$ cat src/design/cpwt_pkg.sv
// cpwt_pkg: shared types, constants and command structs for the contact pair weight table
// no dependencies

package cpwt_pkg;

    localparam int DEF_TABLE_DEPTH     = 256;
    localparam int DEF_BODY_INDEX_BITS = 16;

    localparam int BODY_W   = 16;
    localparam int OVL_W    = 32;
    localparam int SUM_W    = 48;
    localparam int WEIGHT_W = 32;
    localparam int MODE_W   = 2;
    localparam int STATUS_W = 2;

    localparam logic [MODE_W-1:0] MODE_NONE    = 2'd0;
    localparam logic [MODE_W-1:0] MODE_COUNT   = 2'd1;
    localparam logic [MODE_W-1:0] MODE_OVERLAP = 2'd2;

    localparam logic OP_ACCUM = 1'b0;
    localparam logic OP_QUERY = 1'b1;

    localparam logic [STATUS_W-1:0] ST_DONE    = 2'd0;
    localparam logic [STATUS_W-1:0] ST_SKIPPED = 2'd1;
    localparam logic [STATUS_W-1:0] ST_FULL    = 2'd2;

    localparam logic signed [WEIGHT_W-1:0] ONE_Q16 = 32'sh0001_0000;

    typedef struct packed {
        logic operation;
        logic first_of_pass;
        logic [BODY_W-1:0] body_a;
        logic [BODY_W-1:0] body_b;
        logic signed [OVL_W-1:0] overlap;
        logic bonded;
    } cpwt_in_t;

    typedef struct packed {
        logic signed [WEIGHT_W-1:0] weight;
        logic pair_found;
        logic [STATUS_W-1:0] status;
    } cpwt_out_t;

    // controller -> datapath
    typedef struct packed {
        logic load;       // capture input beat
        logic clear;      // invalidate all entries
        logic scan;       // read next entry
        logic upd_sum;    // write back hit entry sum
        logic new_entry;  // write new entry at free slot
        logic div_start;
        logic div_step;
    } cpwt_cmd_t;

    // datapath -> controller
    typedef struct packed {
        logic scan_last;  // entry being compared is the last
        logic hit;        // compare stage matched
        logic have_free;
        logic div_last;
        logic div_trivial;
    } cpwt_stat_t;

endpackage

$ cat src/design/cpwt_ctrl.sv
// cpwt_ctrl: controller state machine for scan, update and divide sequencing
// depends on cpwt_pkg

module cpwt_ctrl (
    input  logic                       clk,
    input  logic                       rst_n,
    input  logic                       in_valid,
    output logic                       in_ready,
    output logic                       out_valid,
    input  logic                       out_ready,
    input  logic                       op,
    input  logic                       first,
    input  logic                       skip,
    input  logic                       active,
    input  cpwt_pkg::cpwt_stat_t       stat,
    output cpwt_pkg::cpwt_cmd_t        cmd
);
    import cpwt_pkg::*;

    localparam logic [2:0] S_IDLE  = 3'd0;
    localparam logic [2:0] S_SCAN  = 3'd1;
    localparam logic [2:0] S_CMP   = 3'd2;
    localparam logic [2:0] S_WRITE = 3'd3;
    localparam logic [2:0] S_DIV   = 3'd4;
    localparam logic [2:0] S_OUT   = 3'd5;

    logic [2:0] state_reg, state_next;

    always_comb
    begin
        state_next = state_reg;
        cmd        = '0;
        in_ready   = 1'b0;
        out_valid  = 1'b0;
        unique case (state_reg)
            S_IDLE:
            begin
                in_ready = 1'b1;
                if (in_valid)
                begin
                    cmd.load   = 1'b1;
                    state_next = S_SCAN;
                end
            end
            S_SCAN:
            begin
                if (!active)
                    state_next = S_OUT;
                else
                begin
                    cmd.clear  = (op == OP_ACCUM) && first;
                    cmd.scan   = 1'b1;
                    state_next = S_CMP;
                end
            end
            S_CMP:
            begin
                if (stat.hit || stat.scan_last)
                    state_next = (op == OP_QUERY) ? S_DIV : S_WRITE;
                else
                    cmd.scan = 1'b1;
                if (op == OP_QUERY && (stat.hit || stat.scan_last))
                    cmd.div_start = 1'b1;
            end
            S_WRITE:
            begin
                if (!skip)
                begin
                    cmd.upd_sum   = stat.hit;
                    cmd.new_entry = !stat.hit && stat.have_free;
                end
                state_next = S_OUT;
            end
            S_DIV:
            begin
                cmd.div_step = 1'b1;
                if (stat.div_last || stat.div_trivial)
                    state_next = S_OUT;
            end
            S_OUT:
            begin
                out_valid = 1'b1;
                if (out_ready)
                    state_next = S_IDLE;
            end
            default:
                state_next = S_IDLE;
        endcase
    end

    always_ff @(posedge clk or negedge rst_n)
    begin
        if (!rst_n)
            state_reg <= S_IDLE;
        else
            state_reg <= state_next;
    end

    a_out_only_in_out: assert property (@(posedge clk) disable iff (!rst_n)
        out_valid |-> state_reg == S_OUT) else $error("result shown outside output state");
    a_no_accept_busy: assert property (@(posedge clk) disable iff (!rst_n)
        in_ready |-> !out_valid) else $error("input taken while result pending");
    a_load_to_scan: assert property (@(posedge clk) disable iff (!rst_n)
        cmd.load |=> state_reg == S_SCAN) else $error("load not followed by scan");
endmodule

$ cat config.mk
export PLATFORM = sky130hd
export DESIGN_NAME = cpwt_ctrl
export DESIGN_NICKNAME = d
export VERILOG_FILES = /design/src/design/cpwt_pkg.sv /design/src/design/cpwt_ctrl.sv
export SDC_FILE = /design/constraint.sdc
export NUM_CORES = 1
export LEC_CHECK = 0
export BUFFER_PORTS_ARGS = -buffer_cell sky130_fd_sc_hd__clkbuf_2
export CAP_MARGIN = 10
export CORE_AREA = 2 2 39 41
export CTS_BUF_LIST = sky130_fd_sc_hd__clkbuf_2
export DETAILED_ROUTE_END_ITERATION = 10
export DIE_AREA = 0 0 41 43
export PLACE_DENSITY = 0.54
export SLEW_MARGIN = 20
export SYNTH_ARGS = -nofsm -noshare
export SYNTH_HDL_FRONTEND = slang
export SYNTH_SLANG_ARGS = --single-unit
$ cat constraint.sdc
create_clock -name clk -period 4.1 [get_ports clk]
set_clock_uncertainty 0.1 [all_clocks]
set_input_delay 0.41 -clock clk [delete_from_list [all_inputs] [get_ports clk]]
set_output_delay 0.41 -clock clk [all_outputs]
set_load 0.01 [all_outputs]
==> results of run 1 <==
path summary, 6_finish.rpt:
check	start	depth (start not counted)	slack, ns	to
min	out_ready	3	0.41	state_reg[0]
max reg2reg	state_reg[2]	4	2.33	state_reg[2]
max	state_reg[0]	4	1.96	cmd[5]
min in group asynchronous	rst_n	2	0.44	state_reg[2]
max in group asynchronous	rst_n	2	3.35	state_reg[1]
min reg2reg	state_reg[2]	1	0.54	state_reg[1]
layout make-up:
class | instances | area (um2) | area share (%)
Tap cell | 16 | 20.0 | 4.38
Multi-Input combinational cell | 32 | 219 | 47.9
Inverter | 2 | 7.51 | 1.64
Clock buffer | 4 | 20.0 | 4.38
Sequential cell | 3 | 75.1 | 16.4
Timing Repair Buffer | 22 | 115 | 25.2
cell usage after synthesis (2+ instances only):
cell type	number
nand2_1	3
dfrtp_1	3
buf_2	2
nor3b_1	2
nor2_1	3
and2_1	2
nor3_1	2
o21ai_0	3
power by group through the flow:
| stage | sequential (mW) | clock (mW) | combinational [mW] |
|---|---|---|---|
| after floorplan | 0.0546 | 0 | 0.129 |
| after global placement | 0.0770 | 0 | 0.147 |
| after detailed placement | 0.0783 | 0 | 0.147 |
| after CTS | 0.0780 | 0.0417 | 0.148 |
| after global routing | 0.0832 | 0.0471 | 0.165 |
| final | 0.0785 | 0.0396 | 0.144 |
worst min-delay path, cell delays in order:
cell and delay [ns]:
clkbuf_2 0.07, nand2b_1 0.13, nand2_1 0.06
what timing repair did:
item,CTS,global route
hold buffers,1,0
endpoints found under the hold margin,3,0
buffers inserted,0,0
kinds of logic after synthesis:
group	share of synthesized area [%]
multiplexers	3.61
AO/OA/AOI/OAI	14.5
flip-flops	24.1
buffers and inverters	5.62
AND/OR/NAND/NOR	52.2
cells in the final DEF (no fill, tap or decap), types with 2 or more instances in the layout:
| cell | count |
|---|---|
| clkbuf_2 | 25 |
| nand2_1 | 3 |
| nor2_1 | 3 |
| o21ai_0 | 3 |
| dfrtp_1 | 3 |
| nor3_1 | 2 |
| nor3b_1 | 2 |
| and2_1 | 2 |
layer usage:
| metal | vias to the layer above | global-route usage [%] | share of wire (%) |
|---|---|---|---|
| li1 | 186 | - | - |
| met1 | 160 | 9.39 | 43 |
| met2 | 14 | 15.9 | 48 |
| met3 | 0 | 3.14 | 9.7 |
| met4 | 0 | 6.00 | 0 |
| met5 | - | 0 | 0 |
stage by stage:
stage                     area (um2)  hold WS (ns)  setup slack (ns)  total power [mW]
after floorplan                  312        0.0144              2.29             0.183
after global placement           427         0.110              2.20             0.224
after detailed placement         427         0.109              2.17             0.225
after CTS                        457         0.421              1.95             0.268
after global routing             457         0.413              1.81             0.296
final                            457         0.415              1.96             0.262
==> qor.yml, run 1 <==
synth_nets: 52
numClockSinks: 3
synth_seq_cells: 3
min_period_ns: 2.14
intPower_mw: 0.146
clockBufferDepth: 2
pwr-share-comb_pct: 55.0
fmax_mhz: 468
cp_data_required_time_ns: 3.59
finalSetupViolCount: 0
fill_cells: 155
cpPeakStageDelay_ns: 0.55
cp_top_family: "simple AND/OR/NAND/NOR gates"
drc: 0
grt_max_degree: 13
synth.distinct_cells: 27
fin_cells: 79
outcome: "complete, no violations"
core_um2: 1380
largest_reg_flops: 3
synth_top_area_cell: "dfrtp_1"
synth_area_um2: 312
cp-start-kind: "flop"
maxCapViolations: 0
vias: 360
synthTopCellsByArea: "dfrtp_1 24%, o21ai_0 4.8%, nor3b_1 4.8%"
drive_above_1_share_pct: 50.8
avgSynthCellArea_um2: 7.99
avgRoutedWirePerCell_um: 9.29
portBuffers: 21
hold_class: "in2reg"
crit_buf_inv: 2
synth_seq_area_share_pct: 24.1
grt_setup_unrepaired: "no"
synth_flop_cell: "dfrtp_1"
worstMarginPinSlew_ns: 0.303
dp.cells: 74
die_h_um: 43
grt_usage_pct: 9.56
crit_path_max_fanout: 9
die_w_um: 41
grt_pass1_wl_mm: 1.14
num_rows: 14
tns_ns: 0
critical_path.cell_chain: "inv_2 -> or4b_4 -> nor3b_2 -> clkbuf_2"
postRouteAntennaNets: 0
cts.reportedPaths.clkPinSlew_ns: 0.04
h-tree-depth: 1
dieArea_um2: 1760
netlist_instances: 39
tritoncts: "done"
area_delta_synth_final_pct: 46.6
wl_um: 734
num_antenna_cells: 0
fin_nets: 77
fin_util_pct: 33.0
p_sw_mw: 0.116
clkPwrFrac_pct: 15.1
drtIter0Drc: 5
synth_edf_count: 0
cts_buffers: 3
gp_congestion: 0.660
antenna_found_initial: 0
power_frac_seq_pct: 29.9
p_leak_nw: 0.243
sw_frac_of_total_pct: 44.4
overflow: 0
cp_slowest_cell: "or4b_4"
power_density_nw_per_um2: 574
max_slew_margin_pct: 79.8
cts_root_buf: "clkbuf_2"
io_pins: 22
start_util_pct: 22.5
hpwlAfterDp_um: 611
synth_warnings: 0
final.period_utilization_pct: 52.2
clk_latency_ns: 0.20
async_flop_share_pct: 100
worst-setup-path-type: "reg2out"
vias_per_cell: 4.56
crit_path_end_kind: "output pin"
synth_top_area_share_pct: 24.1
dr.pass1.iters: 4
vdd_drop_max_uv: 156
grt_pass1_vias: 318
hold_viol_final: 0
cts.repair.resized: 0
slew_viol_final: 0
cp.arrival_ns: 1.63
Note: power is estimated with default switching activity, not from simulation.
==> run 2: changes to the inputs <==
--- a/config.mk
+++ b/config.mk
@@ -11,7 +11,7 @@
 export CTS_BUF_LIST = sky130_fd_sc_hd__clkbuf_2
 export DETAILED_ROUTE_END_ITERATION = 10
 export DIE_AREA = 0 0 41 43
-export PLACE_DENSITY = 0.54
+export PLACE_DENSITY = 0.55
 export SLEW_MARGIN = 20
 export SYNTH_ARGS = -nofsm -noshare
 export SYNTH_HDL_FRONTEND = slang
==> constraint.sdc (replaced) <==
create_clock -name clk -period 1.8 [get_ports clk]
set_clock_uncertainty 0.1 [all_clocks]
set_input_delay 0.18 -clock clk [delete_from_list [all_inputs] [get_ports clk]]
set_output_delay 0.18 -clock clk [all_outputs]
set_load 0.01 [all_outputs]
==> run 2 against run 1 <==
Design area rose by 12%. Largest cell class unchanged. Wire length rose by 11%. Final cell count rose by 7.6%. Via count rose by 8.3%. First-iteration DRC count fell by 40%.
==> qor.yml, run 2 (synthesis gave the netlist of run 1 again) <==
cp_top_family: "simple AND/OR/NAND/NOR gates"
cp_data_required_time_ns: 1.52
worstMarginPinSlew_ns: 0.250
maxCapViolations: 0
crit_path_end_kind: "output pin"
vias: 390
clockBufferDepth: 2
grt_setup_unrepaired: "yes"
fin_nets: 83
grt_pass1_vias: 342
crit_path_max_fanout: 4
tritoncts: "done"
wl_um: 814
crit_buf_inv: 2
final_cell_mix: "22 x clkbuf_2, 6 x buf_4"
min_from: "out_ready"
min_to: "state_reg[0]"
numClockSinks: 3
hpwlAfterDp_um: 657
io_pins: 22
ff2ff_path_depth: 4
hold_class: "in2reg"
cp_slowest_cell: "or4b_4"
final.period_utilization_pct: 95.9
grt_max_degree: 11
die_w_um: 41
design_power_total_mw: 0.707
slew_viol_final: 0
portBuffers: 21
die_h_um: 43
core_um2: 1380
worst-setup-path-type: "reg2out"
gp_congestion: 0.709
fmax_mhz: 579
r2r_end: "state_reg[2]"
dpl_cell_area_um2: 442
critical_path.cell_chain: "inv_2 -> or4b_4 -> nor3b_2 -> buf_2"
tns_ns: 0
num_antenna_cells: 0
h-tree-depth: 1
start_util_pct: 22.5
worstHoldPathCells: 3
avgRoutedWirePerCell_um: 9.58
cpPeakStageDelay_ns: 0.54
drc: 0
min_period_ns: 1.73
num_rows: 14
dp.cells: 76
clk_latency_ns: 0.20
area_delta_synth_final_pct: 64.7
drive_above_1_share_pct: 59.4
vias_per_cell: 4.59
antenna_found_initial: 0
reg2reg_from: "state_reg[2]"
power_density_nw_per_um2: 1380
p_leak_nw: 0.277
design_area_um2: 513
cts.reportedPaths.clkPinSlew_ns: 0.04
r2r_setup_slack_ns: 0.17
largest_reg_flops: 3
max_slew_margin_pct: 83.2
vdd_drop_max_uv: 482
dieArea_um2: 1760
fin_util_pct: 37.1
mostFrequentLayoutCell: "clkbuf_2"
setup_slack_ns: 0.0742
fin_cells: 85
dr.pass1.iters: 2
hold_slack_ns: 0.194
postRouteAntennaNets: 0
drtIter0Drc: 3
hold_viol_final: 0
cp.arrival_ns: 1.45
cts_root_buf: "clkbuf_2"
place_ws_ns: 0.169
cp-start-kind: "flop"
finalSetupViolCount: 0
outcome: "complete, no violations"
overflow: 0
grt_usage_pct: 11.3
cts_buffers: 3
grt_pass1_wl_mm: 1.31
## run 2: changes by cell type in the layout (fill, tap and decap cells not counted)
| cell | delta |
|---|---|
| or3_4 | +1 |
| dfrtp_2 | +1 |
| or3_1 | -1 |
| buf_2 | +3 |
| clkbuf_2 | -3 |
| nor3b_2 | +1 |
| buf_4 | +6 |
| nor3b_1 | -1 |
| dfrtp_1 | -1 |
## run 2: worst reg2reg max path, stage by stage (launching register included)
cell and delay (ns):
dfrtp_1 0.39, nand2b_2 0.20, or4_4 0.45, nand3_2 0.08, mux2_1 0.31
## run 2: final cells by class
type | instances | area, um2
Clock buffer | 4 | 20.0
Sequential cell | 3 | 76.3
Timing Repair Buffer | 28 | 160
Tap cell | 16 | 20.0
Fill cell | 157 | 871
Multi-Input combinational cell | 32 | 229
Inverter | 2 | 7.51
## run 2: per-layer routing
layer / share of wire [%] / track usage, %
met2: 52 / 17.5
met3: 8.5 / 4.71
met5: 0 / 0
met1: 39 / 12.3
met4: 0 / 6.00
## run 2: worst max path at each step
stage,from,endpoint,depth (start not counted)
final,state_reg[0],cmd[5],4
after global routing,state_reg[0],cmd[5],4
after CTS,state_reg[0],cmd[4],4
after detailed placement,state_reg[2],state_reg[2],4
after global placement,state_reg[2],state_reg[2],4
after floorplan,state_reg[0],state_reg[2],4
## run 2: power by group
| group | internal [mW] | switching (mW) |
|---|---|---|
| Sequential | 0.104 | 0.0254 |
| Combinational | 0.255 | 0.229 |
| Clock | 0.0586 | 0.0358 |
| Total | 0.417 | 0.291 |
## run 2: what timing repair did
item | CTS | global route
setup buffers | 2 | 2
resized for setup | 1 | 5
pin swaps | 0 | 2
hold buffers | 1 | 0
hold endpoints to repair | 3 | 0
setup endpoints to repair | 1 | 3
